<file path="src/rtl/core/assert_macros.svh">
// Assertion helpers for the RTL.
`ifndef ASSERT_MACROS_SVH
`define ASSERT_MACROS_SVH

// Same-cycle implication, checked at every rising edge outside reset.
`define ASSERT_SAME(lbl, clk_s, rst_s, ante, cons) \
  lbl: assert property (@(posedge clk_s) disable iff (rst_s) (ante) |-> (cons)) \
    else $error("same-cycle check failed");

// Next-cycle implication, checked at every rising edge outside reset.
`define ASSERT_NEXT(lbl, clk_s, rst_s, ante, cons) \
  lbl: assert property (@(posedge clk_s) disable iff (rst_s) (ante) |=> (cons)) \
    else $error("next-cycle check failed");

`endif

</file>
<file path="src/rtl/core/tpt_pkg.sv">
package tpt_pkg;

  localparam int CHANNELS_DEF    = 16;
  localparam int SAMPLE_BITS_DEF = 16;

  localparam int CH_FIELD_W   = 4;
  localparam int PROB_W       = 17;
  localparam int RAND_W       = 16;
  localparam int PULSE_W      = 16;
  localparam int CFG_INDEX_W  = 2;
  localparam int CFG_DATA_W   = 16;
  localparam int MODE_W       = 2;

  // register indexes on the configuration channel
  localparam logic [CFG_INDEX_W-1:0] REG_DETECT_MODE = 2'd0;
  localparam logic [CFG_INDEX_W-1:0] REG_LATCH_MODE  = 2'd1;
  localparam logic [CFG_INDEX_W-1:0] REG_PULSE_TICKS = 2'd2;

  // detection modes
  localparam logic [MODE_W-1:0] DET_SLOPE  = 2'd0;
  localparam logic [MODE_W-1:0] DET_CROSS  = 2'd1;
  localparam logic [MODE_W-1:0] DET_EITHER = 2'd2;

  localparam logic [PULSE_W-1:0] PULSE_TICKS_RESET = 16'd48;

  typedef struct packed {
    logic [MODE_W-1:0]  detect_mode;
    logic               latch_mode;
    logic [PULSE_W-1:0] pulse_ticks;
  } cfg_t;

endpackage

</file>
<file path="src/rtl/core/tpt_ifs.sv">
interface tpt_in_if #(
  parameter int SAMPLE_BITS = tpt_pkg::SAMPLE_BITS_DEF
);
  logic                              valid;
  logic                              ready;
  logic [tpt_pkg::CH_FIELD_W-1:0]    channel;
  logic signed [SAMPLE_BITS-1:0]     sample;
  logic signed [SAMPLE_BITS-1:0]     threshold;
  logic [tpt_pkg::PROB_W-1:0]        probability;
  logic [tpt_pkg::RAND_W-1:0]        random_value;

  modport source (output valid, channel, sample, threshold, probability, random_value,
                  input ready);
  modport sink (input valid, channel, sample, threshold, probability, random_value,
                output ready);
endinterface

interface tpt_out_if;
  logic                           valid;
  logic                           ready;
  logic [tpt_pkg::CH_FIELD_W-1:0] out_channel;
  logic                           gate;
  logic                           fired;

  modport source (output valid, out_channel, gate, fired, input ready);
  modport sink (input valid, out_channel, gate, fired, output ready);
endinterface

interface tpt_cfg_if;
  logic                            valid;
  logic                            ready;
  logic [tpt_pkg::CFG_INDEX_W-1:0] index;
  logic [tpt_pkg::CFG_DATA_W-1:0]  data;

  modport source (output valid, index, data, input ready);
  modport sink (input valid, index, data, output ready);
endinterface

</file>
<file path="src/rtl/core/tpt_cfg_regs.sv">
module tpt_cfg_regs (
  input  logic           clk,
  input  logic           rst,
  tpt_cfg_if.sink        cfg,
  output tpt_pkg::cfg_t  regs
);

  assign cfg.ready = 1'b1;

  always_ff @(posedge clk) begin
    if (rst) begin
      regs.detect_mode <= tpt_pkg::DET_SLOPE;
      regs.latch_mode  <= 1'b0;
      regs.pulse_ticks <= tpt_pkg::PULSE_TICKS_RESET;
    end else if (cfg.valid) begin
      unique case (cfg.index)
        tpt_pkg::REG_DETECT_MODE: regs.detect_mode <= cfg.data[tpt_pkg::MODE_W-1:0];
        tpt_pkg::REG_LATCH_MODE:  regs.latch_mode  <= cfg.data[0];
        tpt_pkg::REG_PULSE_TICKS: regs.pulse_ticks <= cfg.data[tpt_pkg::PULSE_W-1:0];
        default: ;  // unmapped index: drop the beat
      endcase
    end
  end

endmodule

</file>
<file path="src/rtl/core/tpt_state_mem.sv">
module tpt_state_mem #(
  parameter int DEPTH  = tpt_pkg::CHANNELS_DEF,
  parameter int WIDTH  = 3 * tpt_pkg::SAMPLE_BITS_DEF + tpt_pkg::PULSE_W + 1,
  parameter int ADDR_W = (DEPTH > 1) ? $clog2(DEPTH) : 1
) (
  input  logic              clk,
  input  logic              rst,
  input  logic              rd_en,
  input  logic [ADDR_W-1:0] rd_addr,
  input  logic              wr_en,
  input  logic [ADDR_W-1:0] wr_addr,
  input  logic [WIDTH-1:0]  wr_data,
  output logic [WIDTH-1:0]  rd_data
);

  logic [WIDTH-1:0]  mem [DEPTH];
  logic [DEPTH-1:0]  filled;
  logic [WIDTH-1:0]  rd_q;
  logic              rd_filled;
  logic [ADDR_W-1:0] rd_addr_q;
  logic              fwd_valid;
  logic [ADDR_W-1:0] fwd_addr;
  logic [WIDTH-1:0]  fwd_data;

  always_ff @(posedge clk) begin
    if (wr_en) begin
      mem[wr_addr] <= wr_data;
      fwd_addr     <= wr_addr;
      fwd_data     <= wr_data;
    end
    if (rd_en) begin
      rd_q      <= mem[rd_addr];
      rd_addr_q <= rd_addr;
    end
  end

  always_ff @(posedge clk) begin
    if (rst) begin
      filled    <= '0;
      fwd_valid <= 1'b0;
      rd_filled <= 1'b0;
    end else begin
      if (wr_en) begin
        filled[wr_addr] <= 1'b1;
        fwd_valid       <= 1'b1;
      end
      if (rd_en) begin
        rd_filled <= filled[rd_addr];
      end
    end
  end

  // A matching last write is the newest data; it covers a write on the read edge.
  always_comb begin
    if (fwd_valid && fwd_addr == rd_addr_q) begin
      rd_data = fwd_data;
    end else if (rd_filled) begin
      rd_data = rd_q;
    end else begin
      rd_data = '0;
    end
  end

endmodule

</file>
<file path="src/rtl/core/tpt_core.sv">
module tpt_core #(
  parameter int SAMPLE_BITS = tpt_pkg::SAMPLE_BITS_DEF,
  parameter int STATE_W     = 3 * SAMPLE_BITS + tpt_pkg::PULSE_W + 1
) (
  input  tpt_pkg::cfg_t                  regs,
  input  logic                           in_range,
  input  logic signed [SAMPLE_BITS-1:0]  sample,
  input  logic signed [SAMPLE_BITS-1:0]  threshold,
  input  logic [tpt_pkg::PROB_W-1:0]     probability,
  input  logic [tpt_pkg::RAND_W-1:0]     random_value,
  input  logic [STATE_W-1:0]             state,
  output logic [STATE_W-1:0]             state_next,
  output logic                           gate,
  output logic                           fired
);

  logic signed [SAMPLE_BITS-1:0] newest;
  logic signed [SAMPLE_BITS-1:0] middle;
  logic signed [SAMPLE_BITS-1:0] oldest;
  logic [tpt_pkg::PULSE_W-1:0]   pulse;
  logic                          latched;

  logic                          shift;
  logic signed [SAMPLE_BITS-1:0] v1;
  logic signed [SAMPLE_BITS-1:0] v2;
  logic signed [SAMPLE_BITS-1:0] v3;
  logic                          rev;
  logic                          crossing;
  logic                          det;
  logic                          fire;
  logic [tpt_pkg::PULSE_W-1:0]   pulse_armed;
  logic                          pulse_high;
  logic [tpt_pkg::PULSE_W-1:0]   pulse_next;
  logic                          latched_next;

  assign {newest, middle, oldest, pulse, latched} = state;

  assign shift = sample != newest;
  assign v1    = sample;
  assign v2    = newest;
  assign v3    = middle;

  assign rev      = (v2 > v1 && v3 < v2) || (v2 < v1 && v3 > v2);
  assign crossing = (v1 > threshold && v2 <= threshold)
                    || (v1 < threshold && v2 >= threshold);

  always_comb begin
    unique case (regs.detect_mode)
      tpt_pkg::DET_SLOPE:  det = rev;
      tpt_pkg::DET_CROSS:  det = crossing;
      tpt_pkg::DET_EITHER: det = rev || crossing;
      default:             det = 1'b0;
    endcase
  end

  assign fire = shift && det && ({1'b0, random_value} < probability);

  // extend the pulse to at least the configured length
  assign pulse_armed  = (fire && !regs.latch_mode && pulse < regs.pulse_ticks)
                        ? regs.pulse_ticks : pulse;
  assign pulse_high   = pulse_armed != '0;
  assign pulse_next   = (regs.latch_mode || !pulse_high)
                        ? pulse_armed : pulse_armed - tpt_pkg::PULSE_W'(1);
  assign latched_next = (fire && regs.latch_mode) ? !latched : latched;

  assign state_next = shift
                      ? {sample, newest, middle, pulse_next, latched_next}
                      : {newest, middle, oldest, pulse_next, latched_next};

  assign gate  = in_range && (regs.latch_mode ? latched_next : pulse_high);
  assign fired = in_range && fire;

endmodule

</file>
<file path="src/rtl/core/turning_point_trigger.sv">
// Per-channel turning point trigger for up to CHANNELS interleaved channels.
// samples: one beat per sample carrying channel, sample, threshold,
//   probability and random_value. results: one beat per sample with
//   out_channel, gate and fired. cfg: register writes (index, data); index 0
//   detect_mode, 1 latch_mode, 2 pulse_ticks. cfg.ready is always high.
// Throughput: one sample per cycle unless the result side stalls, in any
//   channel order, the same channel back to back included. The per-channel
//   history lives in a registered-read memory that forwards the last write.
// Pipeline: an accepted sample waits in the input stage and its result is
//   registered in the result register when that stage advances.
// Stall: the result register and the input stage hold while results.valid is
//   high and results.ready low; samples.ready drops only when both are full.
// Reset: clears the registers to detect_mode 0, latch_mode 0, pulse_ticks 48
//   and marks every channel's history, pulse and latch as zero. No clearing
//   pass is run; samples are taken in the first cycle after reset.
// Channels at or above CHANNELS give gate 0, fired 0 and change no state.
`include "assert_macros.svh"

module turning_point_trigger #(
  parameter int CHANNELS    = tpt_pkg::CHANNELS_DEF,
  parameter int SAMPLE_BITS = tpt_pkg::SAMPLE_BITS_DEF
) (
  input  logic       clk,
  input  logic       rst,
  tpt_cfg_if.sink    cfg,
  tpt_in_if.sink     samples,
  tpt_out_if.source  results
);

  localparam int ADDR_W  = (CHANNELS > 1) ? $clog2(CHANNELS) : 1;
  localparam int STATE_W = 3 * SAMPLE_BITS + tpt_pkg::PULSE_W + 1;
  localparam int CMP_W   = 8;

  tpt_pkg::cfg_t regs;

  logic                           s1_valid;
  logic                           s1_in_range;
  logic [tpt_pkg::CH_FIELD_W-1:0] s1_channel;
  logic [ADDR_W-1:0]              s1_addr;
  logic signed [SAMPLE_BITS-1:0]  s1_sample;
  logic signed [SAMPLE_BITS-1:0]  s1_threshold;
  logic [tpt_pkg::PROB_W-1:0]     s1_probability;
  logic [tpt_pkg::RAND_W-1:0]     s1_random_value;

  logic                           accept;
  logic                           s1_adv;
  logic                           in_range;
  logic [ADDR_W-1:0]              in_addr;
  logic [STATE_W-1:0]             state;
  logic [STATE_W-1:0]             state_next;
  logic                           res_gate;
  logic                           res_fired;

  tpt_cfg_regs u_cfg (
    .clk  (clk),
    .rst  (rst),
    .cfg  (cfg),
    .regs (regs)
  );

  assign s1_adv        = s1_valid && (!results.valid || results.ready);
  assign samples.ready = !s1_valid || s1_adv;
  assign accept        = samples.valid && samples.ready;

  assign in_range = CMP_W'(samples.channel) < CMP_W'(CHANNELS);
  assign in_addr  = ADDR_W'(samples.channel);

  always_ff @(posedge clk) begin
    if (rst) begin
      s1_valid <= 1'b0;
    end else if (samples.ready) begin
      s1_valid <= samples.valid;
    end
  end

  always_ff @(posedge clk) begin
    if (accept) begin
      s1_in_range     <= in_range;
      s1_channel      <= samples.channel;
      s1_addr         <= in_addr;
      s1_sample       <= samples.sample;
      s1_threshold    <= samples.threshold;
      s1_probability  <= samples.probability;
      s1_random_value <= samples.random_value;
    end
  end

  tpt_state_mem #(
    .DEPTH  (CHANNELS),
    .WIDTH  (STATE_W),
    .ADDR_W (ADDR_W)
  ) u_mem (
    .clk     (clk),
    .rst     (rst),
    .rd_en   (accept && in_range),
    .rd_addr (in_addr),
    .wr_en   (s1_adv && s1_in_range),
    .wr_addr (s1_addr),
    .wr_data (state_next),
    .rd_data (state)
  );

  tpt_core #(
    .SAMPLE_BITS (SAMPLE_BITS),
    .STATE_W     (STATE_W)
  ) u_core (
    .regs         (regs),
    .in_range     (s1_in_range),
    .sample       (s1_sample),
    .threshold    (s1_threshold),
    .probability  (s1_probability),
    .random_value (s1_random_value),
    .state        (state),
    .state_next   (state_next),
    .gate         (res_gate),
    .fired        (res_fired)
  );

  // result register: hold while the receiver stalls
  always_ff @(posedge clk) begin
    if (rst) begin
      results.valid <= 1'b0;
    end else if (!results.valid || results.ready) begin
      results.valid <= s1_valid;
    end
  end

  always_ff @(posedge clk) begin
    if (s1_adv) begin
      results.out_channel <= s1_channel;
      results.gate        <= res_gate;
      results.fired       <= res_fired;
    end
  end

  `ASSERT_SAME(a_fire_in_range, clk, rst, results.valid && results.fired,
               results.out_channel < CHANNELS)
  `ASSERT_SAME(a_idle_channel_low, clk, rst,
               results.valid && results.out_channel >= CHANNELS,
               !results.gate && !results.fired)
  `ASSERT_SAME(a_pulse_on_fire, clk, rst,
               s1_adv && res_fired && !regs.latch_mode && regs.pulse_ticks != '0,
               res_gate)
  `ASSERT_NEXT(a_stage_holds, clk, rst, s1_valid && !s1_adv,
               s1_valid && $stable(s1_channel) && $stable(s1_sample))

endmodule

</file>
<file path="src/flat_wrapper.sv">
// flat-port wrapper written by rule: the top's interface ports become plain ports
module turning_point_trigger_flat 
#(
  parameter int CHANNELS    = tpt_pkg::CHANNELS_DEF,
  parameter int SAMPLE_BITS = tpt_pkg::SAMPLE_BITS_DEF
)
  (clk, rst, cfg_valid, cfg_index, cfg_data, cfg_ready, samples_valid, samples_channel, samples_sample, samples_threshold, samples_probability, samples_random_value, samples_ready, results_valid, results_out_channel, results_gate, results_fired, results_ready);
  tpt_cfg_if cfg_i ();
  tpt_in_if #(.SAMPLE_BITS(SAMPLE_BITS)) samples_i ();
  tpt_out_if results_i ();
  input  logic clk;
  input  logic rst;
  input wire logic [$bits(cfg_i.valid)-1:0] cfg_valid;
  input wire logic [$bits(cfg_i.index)-1:0] cfg_index;
  input wire logic [$bits(cfg_i.data)-1:0] cfg_data;
  output wire logic [$bits(cfg_i.ready)-1:0] cfg_ready;
  input wire logic [$bits(samples_i.valid)-1:0] samples_valid;
  input wire logic [$bits(samples_i.channel)-1:0] samples_channel;
  input wire logic [$bits(samples_i.sample)-1:0] samples_sample;
  input wire logic [$bits(samples_i.threshold)-1:0] samples_threshold;
  input wire logic [$bits(samples_i.probability)-1:0] samples_probability;
  input wire logic [$bits(samples_i.random_value)-1:0] samples_random_value;
  output wire logic [$bits(samples_i.ready)-1:0] samples_ready;
  output wire logic [$bits(results_i.valid)-1:0] results_valid;
  output wire logic [$bits(results_i.out_channel)-1:0] results_out_channel;
  output wire logic [$bits(results_i.gate)-1:0] results_gate;
  output wire logic [$bits(results_i.fired)-1:0] results_fired;
  input wire logic [$bits(results_i.ready)-1:0] results_ready;
  assign cfg_i.valid = cfg_valid;
  assign cfg_i.index = cfg_index;
  assign cfg_i.data = cfg_data;
  assign cfg_ready = cfg_i.ready;
  assign samples_i.valid = samples_valid;
  assign samples_i.channel = samples_channel;
  assign samples_i.sample = samples_sample;
  assign samples_i.threshold = samples_threshold;
  assign samples_i.probability = samples_probability;
  assign samples_i.random_value = samples_random_value;
  assign samples_ready = samples_i.ready;
  assign results_valid = results_i.valid;
  assign results_out_channel = results_i.out_channel;
  assign results_gate = results_i.gate;
  assign results_fired = results_i.fired;
  assign results_i.ready = results_ready;
  turning_point_trigger #(.CHANNELS(CHANNELS), .SAMPLE_BITS(SAMPLE_BITS)) u_core (.clk(clk), .rst(rst), .cfg(cfg_i), .samples(samples_i), .results(results_i));
endmodule
</file>
<file path="config.mk">
export PLATFORM = sky130hd
export DESIGN_NAME = turning_point_trigger_flat
export DESIGN_NICKNAME = d
export VERILOG_FILES = /design/src/rtl/core/tpt_pkg.sv /design/src/rtl/core/tpt_ifs.sv /design/src/rtl/core/tpt_cfg_regs.sv /design/src/rtl/core/tpt_state_mem.sv /design/src/rtl/core/tpt_core.sv /design/src/rtl/core/turning_point_trigger.sv /design/src/flat_wrapper.sv
export VERILOG_INCLUDE_DIRS = /design/src /design/src/rtl/core
export SDC_FILE = /design/constraint.sdc
export NUM_CORES = 1
export LEC_CHECK = 0
export BUFFER_PORTS_ARGS = -buffer_cell sky130_fd_sc_hd__buf_2
export CAP_MARGIN = 20
export CORE_ASPECT_RATIO = 1.1
export CORE_MARGIN = 5
export CORE_UTILIZATION = 61
export CTS_CLUSTER_SIZE = 14
export DETAILED_ROUTE_END_ITERATION = 6
export HOLD_SLACK_MARGIN = 0.08
export PLACE_DENSITY_LB_ADDON = 0.12
export SLEW_MARGIN = 20
export SYNTH_ARGS = -nofsm -noshare
export SYNTH_HDL_FRONTEND = slang
export SYNTH_SLANG_ARGS = --single-unit
</file>
<file path="constraint.sdc">
create_clock -name clk -period 15.7 [get_ports clk]
set_input_delay 3.14 -clock clk [delete_from_list [all_inputs] [get_ports clk]]
set_output_delay 3.14 -clock clk [all_outputs]
set_load 0.03 [all_outputs]
</file>
== Word level (Yosys, flattened, before mapping) ==
Memory sizes are Yosys's and may differ from the RTL's. A register that Yosys moved wholly into a read port is not among the register bits.
Cells that the tools add are included.

* $add $sub $neg: 1
* Magnitude comparators: 13
* Equal/unequal tests: 6
* Multiplexer cells: 14
* Bitwise operators: 1
* Reduce and logical (&&, ||, !) cells: 30

{| class="wikitable"
|+ Operator list
! operator !! count
|-
| 2-to-1 mux 65 bit || 3
|-
| < comparator 16 bit || 4
|-
| greater-than comparator 16 bit || 3
|-
| 2-to-1 mux 16 bit || 2
|-
| < comparator 16 x 17 -> 1 bit || 1
|-
| greater-or-equal comparator 16 bit || 1
|-
| less-or-equal comparator 16 bit || 1
|-
| != test 16 bit || 1
|-
| OR 16 bit || 1
|-
| nonzero test 16 bit || 1
|-
| subtractor 16 x 1 -> 16 bit (second input constant) || 1
|-
| logical AND 1 bit || 13
|-
| < comparator 4 x 5 -> 1 bit (second input constant) || 2
|-
| logical OR 1 bit || 6
|-
| 2-to-1 mux 1 bit || 6
|-
| AND reduction 2 bit || 3
|-
| logical NOT 1 bit || 5
|-
| binary-select mux 1 bit (select 4 bit) || 1
|-
| demux 1 bit (select 4 bit) || 1
|-
| equality test 2 x 1 -> 1 bit (second input constant) || 2
|-
| equality test 2 bit (second input constant) || 2
|-
| equality test 4 bit || 1
|-
| greater-or-equal comparator 4 x 1 -> 1 bit (second input constant) || 1
|-
| logical NOT 2 bit || 2
|-
| case mux 1 bit (3 select lines) || 1
|}

* Register bits after elaboration: 179
* RAM bits: 1040
* Input port bits: 92
* Output and inout port bits: 9
* Word-level logic and storage cells: 83
* Memories: 1

{| class="wikitable"
|+ Memories
! memory !! depth !! bits a word !! rd ports !! clocked after Yosys merged registers in !! wr ports !! line !! RTL
|-
| u_core.u_mem.mem || 16 || 65 || 1 || 1 || 1 || tpt_state_mem.sv:16 || <nowiki>logic [WIDTH-1:0] mem [DEPTH];</nowiki>
|}

== Longest topological paths before layout ==
* Depth after elaboration: 18
* Gate-level depth with buffers: 35

== By module ==
Synthesis repeated with hierarchy kept, for this count alone.

* Cells, all modules: 2602
* Area, all modules: 52108.7 µm²

{| class="wikitable"
|+ Modules (own cells, without submodules)
! module !! times used !! cells each !! area each (µm²) !! sequential area each (µm²)
|-
| tpt_state_mem || 1 || 1886 || 45144.5 || 35734.3
|-
| tpt_core || 1 || 547 || 3746.1 || 0.0
|-
| turning_point_trigger || 1 || 86 || 2359.8 || 2292.2
|-
| tpt_cfg_regs || 1 || 83 || 858.3 || 380.4
|}

== Worst setup path after synthesis ==
No wires, ideal clock.

* Kind: input to register
* Start: in results_ready
* End: mem u_core.u_mem.mem[8][0] (netlist bit), enable pin
* Setup time: 0.519 ns
* Data arrival time: 9.818 ns
* Slack: 5.364 ns
* Stages on the path: 4
* Cell sequence: nor2b_1 > nor2b_1 > nand3b_1 > nor3_1

* Longest elaborated chain between the ends: 4

{| class="wikitable"
|+ Ends and longest elaborated chain
! what !! line !! RTL
|-
| start, declared || flat_wrapper.sv:28 || <nowiki>input wire logic [$bits(results_i.ready)-1:0] results_ready;</nowiki>
|-
| logical OR 1 bit || turning_point_trigger.sv:61 || <nowiki>assign s1_adv = s1_valid && (!results.valid || results.ready);</nowiki>
|-
| logical AND 1 bit || turning_point_trigger.sv:61 ||
|-
| named net u_core.s1_adv || turning_point_trigger.sv:46 || <nowiki>logic s1_adv;</nowiki>
|-
| 2-to-1 mux 1 bit || tpt_state_mem.sv:26 || <nowiki>if (wr_en) begin</nowiki>
|-
| 2-to-1 mux 1 bit (implied by the code) || tpt_state_mem.sv:27 || <nowiki>mem[wr_addr] <= wr_data;</nowiki>
|-
| end, declared || tpt_state_mem.sv:16 ||
|}

The timed path passes the listed nets, and every way through them passes these cells.

==> run_summary.xml <==
<?xml version="1.0" encoding="UTF-8"?>
<metrics>
  <group name="power_and_ir_drop">
    <metric name="power.static_leakage" unit="nW">15.9</metric>
    <metric name="max-vdd-ir-drop" unit="mV">0.115</metric>
    <metric name="power_density" unit="nW/um^2">121</metric>
  </group>
  <group name="setup_path">
    <metric name="r2r_end" unit="">u_core.u_mem.mem[10][10]</metric>
    <metric name="worst-endpoint-arrival" unit="ps">8550</metric>
    <metric name="cp_max_fo" unit="">32</metric>
    <metric name="cp_data_required_time" unit="ps">16040</metric>
    <metric name="rrSetupSlack" unit="ps">7490</metric>
    <metric name="start_kind" unit="">flip-flop</metric>
    <metric name="worst_setup_path_end_kind" unit="">flip-flop</metric>
    <metric name="timing.rr.start" unit="">u_core.s1_channel[0]</metric>
    <metric name="start_to_end_type_of_the_worst_setup_path" unit="">reg -&gt; reg</metric>
    <metric name="r2r_cells" unit="">23</metric>
  </group>
  <group name="timing">
    <metric name="fmax" unit="MHz">122</metric>
    <metric name="finalSetupTns" unit="ps">0</metric>
    <metric name="post-route-min-period" unit="ps">8210</metric>
    <metric name="worst_clock_skew" unit="ps">24.0</metric>
    <metric name="final_critical_path_setup_slack" unit="ps">7490</metric>
    <metric name="timing.max_slew.rel_slack" unit="%">27.8</metric>
    <metric name="tightestPinTransition" unit="ps">1080</metric>
    <metric name="rsz_0062_raised_after_global_routing" unit="">false</metric>
    <metric name="setup_viol_count_final" unit="">0</metric>
    <metric name="layout_worst_path_cycle_share" unit="%">52.3</metric>
    <metric name="number_of_endpoints_with_negative_hold_slack_in_the_final_report" unit="">0</metric>
    <metric name="slew_viol_final" unit="">0</metric>
    <metric name="final.hold.worst_slack" unit="ps">464</metric>
  </group>
  <group name="cells_and_area">
    <metric name="ff_latch_area" unit="sq um">29500</metric>
    <metric name="area_growth_syn_to_layout" unit="%">11.7</metric>
    <metric name="multi_input_comb_area" unit="sq um">10800</metric>
    <metric name="n_fill_cell" unit="">4141</metric>
    <metric name="finish.net_count" unit="">2489</metric>
    <metric name="layout-drive-gt1-share" unit="%">25.0</metric>
  </group>
  <group name="cts">
    <metric name="cts_made_buffers" unit="">96</metric>
    <metric name="clkLatencyLatePin" unit="ps">650</metric>
    <metric name="clk_pin_slew_worst_paths" unit="ps">70</metric>
    <metric name="tritoncts" unit="">yes</metric>
    <metric name="cts_root_buf" unit="">clkbuf_16</metric>
    <metric name="cts_resized" unit="">0</metric>
    <metric name="clock_tree.buffer_depth" unit="">3</metric>
    <metric name="post-cts-setup-buffer-count" unit="">0</metric>
    <metric name="post_cts_hold_buffer_count" unit="">0</metric>
    <metric name="h-tree-depth" unit="">3</metric>
    <metric name="cts.sinks" unit="">996</metric>
  </group>
  <group name="route">
    <metric name="detailedRoute.firstPassIterationCount" unit="">5</metric>
    <metric name="detailed_route_wl" unit="um">96000</metric>
    <metric name="detail-route-antenna-nets" unit="">0</metric>
    <metric name="viasPerCell" unit="">6.58</metric>
    <metric name="routed-via-count" unit="">21400</metric>
    <metric name="avgRoutedWirePerCell" unit="um">29.5</metric>
    <metric name="drc" unit="">0</metric>
    <metric name="drt_iter0_markers" unit="">2609</metric>
  </group>
  <group name="synthesis">
    <metric name="yosysTopAreaCellShare" unit="%">70.4</metric>
    <metric name="synth_nets" unit="">2343</metric>
    <metric name="synth_top_area_cells" unit="">edfxtp_1, mux4_2, ha_1, dfxtp_1, nand2_1</metric>
    <metric name="synthArstFlopShare" unit="%">0</metric>
    <metric name="mapped_area" unit="sq um">40800</metric>
    <metric name="yosys_register_bits" unit="">996</metric>
    <metric name="post-synth-top-count-cell" unit="">edfxtp_1</metric>
    <metric name="post_synth.cell_area_avg" unit="sq um">18.8</metric>
    <metric name="synth_enable_flop_cells" unit="">957</metric>
    <metric name="yosys_warning_count" unit="">0</metric>
    <metric name="synth_top_cells_by_count" unit="">edfxtp_1, mux4_2, nand2_1</metric>
    <metric name="synth_sequential_area_ratio" unit="%">72.4</metric>
    <metric name="yosys.cell_types.count" unit="">74</metric>
    <metric name="synthCells" unit="">2172</metric>
    <metric name="ys.flop_type" unit="">edfxtp_1</metric>
    <metric name="netlist.top_cell.by_area" unit="">edfxtp_1</metric>
  </group>
  <group name="worst_hold_path">
    <metric name="hold-path-cell-count" unit="">2</metric>
    <metric name="whs_endpoint" unit="">u_core.u_cfg.regs[10]</metric>
    <metric name="timing.hold.worst.start" unit="">u_core.u_cfg.regs[10]</metric>
    <metric name="worst_hold_path_type" unit="">reg -&gt; reg</metric>
  </group>
  <group name="floorplanning">
    <metric name="placementRows" unit="">99</metric>
    <metric name="die_area" unit="sq um">72100</metric>
    <metric name="die-width" unit="um">257</metric>
    <metric name="core" unit="sq um">66300</metric>
    <metric name="num_io_pins" unit="">101</metric>
    <metric name="chipHeight" unit="um">281</metric>
    <metric name="initial_core_util" unit="%">61.6</metric>
  </group>
  <group name="global_routing">
    <metric name="grt_use_total" unit="%">26.7</metric>
    <metric name="initial_antenna_violation_count" unit="">2</metric>
    <metric name="global_route.overflow_total" unit="">0</metric>
    <metric name="grt_max_degree" unit="">103</metric>
    <metric name="grt_first_pass_wirelength" unit="um">142000</metric>
    <metric name="grt_pass1_vias" unit="">21700</metric>
  </group>
  <group name="run_status">
    <metric name="run_status" unit="">complete, no violations</metric>
  </group>
  <group name="place">
    <metric name="placement.io_buffers" unit="">99</metric>
    <metric name="preCtsSetupSlack" unit="ps">7500</metric>
    <metric name="detailed_place_hpwl" unit="um">53800</metric>
    <metric name="place_congestion" unit="">0.940</metric>
  </group>
  <group name="flow_run">
    <metric name="maxCapViolations" unit="">0</metric>
  </group>
</metrics>
[power breakdown]
| group | internal (mW) | leakage [nW] | switching, mW |
|---|---|---|---|
| clock network | 1.22 | 1.43 | 0.949 |
| logic | 0.125 | 4.76 | 0.207 |
| registers | 3.00 | 9.74 | 0.0298 |
[worst max path at each step]
| stage | cells past startpoint | slack [ps] | startpoint | to |
|---|---|---|---|---|
| after floorplan | 4 | 5360 | results_ready | u_core.u_mem.mem[8][0] |
| after global placement | 23 | 7840 | u_core.s1_channel[0] | u_core.u_mem.mem[13][8] |
| after detailed placement | 24 | 7500 | u_core.s1_channel[0] | u_core.u_mem.mem[0][10] |
| after CTS | 24 | 7430 | u_core.s1_channel[0] | u_core.u_mem.mem[1][10] |
| after global routing | 23 | 6960 | u_core.s1_channel[0] | u_core.u_mem.mem[5][10] |
| final | 23 | 7490 | u_core.s1_channel[0] | u_core.u_mem.mem[10][10] |
[critical path: stages (launching register included)]
cell,delay (ps)
edfxtp_1,560
xnor2_2,250
nand3_1,390
nor2_4,680
buf_4,470
o21ai_0,310
ha_1,290
nand2b_1,140
o32a_1,290
maj3_2,340
a2111oi_2,390
a211oi_1,120
mux2i_1,150
a31oi_2,380
and3b_4,560
mux2i_1,410
ha_1,250
nand2_1,110
nor4_1,570
nor4_1,160
nand2_1,170
nor3_1,70
xnor2_1,150
mux2i_2,630
[per-layer routing]
layer	wire length [um]	global-route usage (%)	part of all wire, %	vias to the layer above
met4	1280	5.36	1.3	0
met2	46100	42.5	48	1055
met3	8230	4.18	8.6	96
met5	0	0	0	-
li1	-	-	-	9020
met1	40400	40.7	42	11200
[cells in the final DEF, fill, tap and decap left out, drive strengths merged, types with 44 or more instances in the layout]
| cell | Yosys | layout |
|---|---|---|
| clkbuf | 66 | 125 |
| a21oi | 51 | 51 |
| nand2 | 154 | 154 |
| edfxtp | 957 | 957 |
| nor2 | 75 | 75 |
| mux4 | 251 | 251 |
| o21ai | 44 | 44 |
| inv | 82 | 85 |
| ha | 79 | 79 |
| buf | 35 | 148 |
[through the flow]
step	power, mW	instances	util, %	instance area, sq um
floorplan	3.29	2172	-	40800
global placement	3.40	3078	64.1	42500
detailed placement	3.41	3078	64.2	42500
CTS	5.56	3250	68.6	45500
global route	5.71	3250	68.7	45600
finish	5.53	3254	68.8	45600
[flip-flops by register name, indices dropped and copies added, names as in the netlist]
name,count
u_core.u_mem.fwd_valid,1
u_core.results.out_channel,4
u_core.s1_channel,4
u_core.results.gate,1
u_core.s1_probability,17
u_core.u_mem.mem,784
u_core.s1_random_value,16
u_core.u_mem.rd_filled,1
u_core.u_mem.rd_q,49
u_core.u_mem.filled,16
u_core.u_cfg.regs,19
u_core.u_mem.fwd_data,49
u_core.results.valid,1
u_core.s1_threshold,16
u_core.s1_valid,1
u_core.results.fired,1
u_core.s1_sample,16
[area by class of cell]
cell class,count,share of cell area (%)
Inverter,82,0.676
Tap cell,858,2.36
Timing Repair Buffer,149,1.99
Sequential cell,996,64.8
Multi-Input combinational cell,993,23.7
Clock inverter,48,0.780
Clock buffer,124,5.71
Antenna cell,4,0.0220
[logic make-up after synthesis]
group                      synth area share, %
and+or+nand+nor                           4.46
DFF                                       72.4
xor gates and xnor gates                  1.02
adders and majority gates                 2.60
buffers and inverters                     1.75
other                                  0.00919
muxes                                     14.8
AOI/OAI and AO/OA                         3.03
Note: power is estimated with default switching activity, not from simulation.
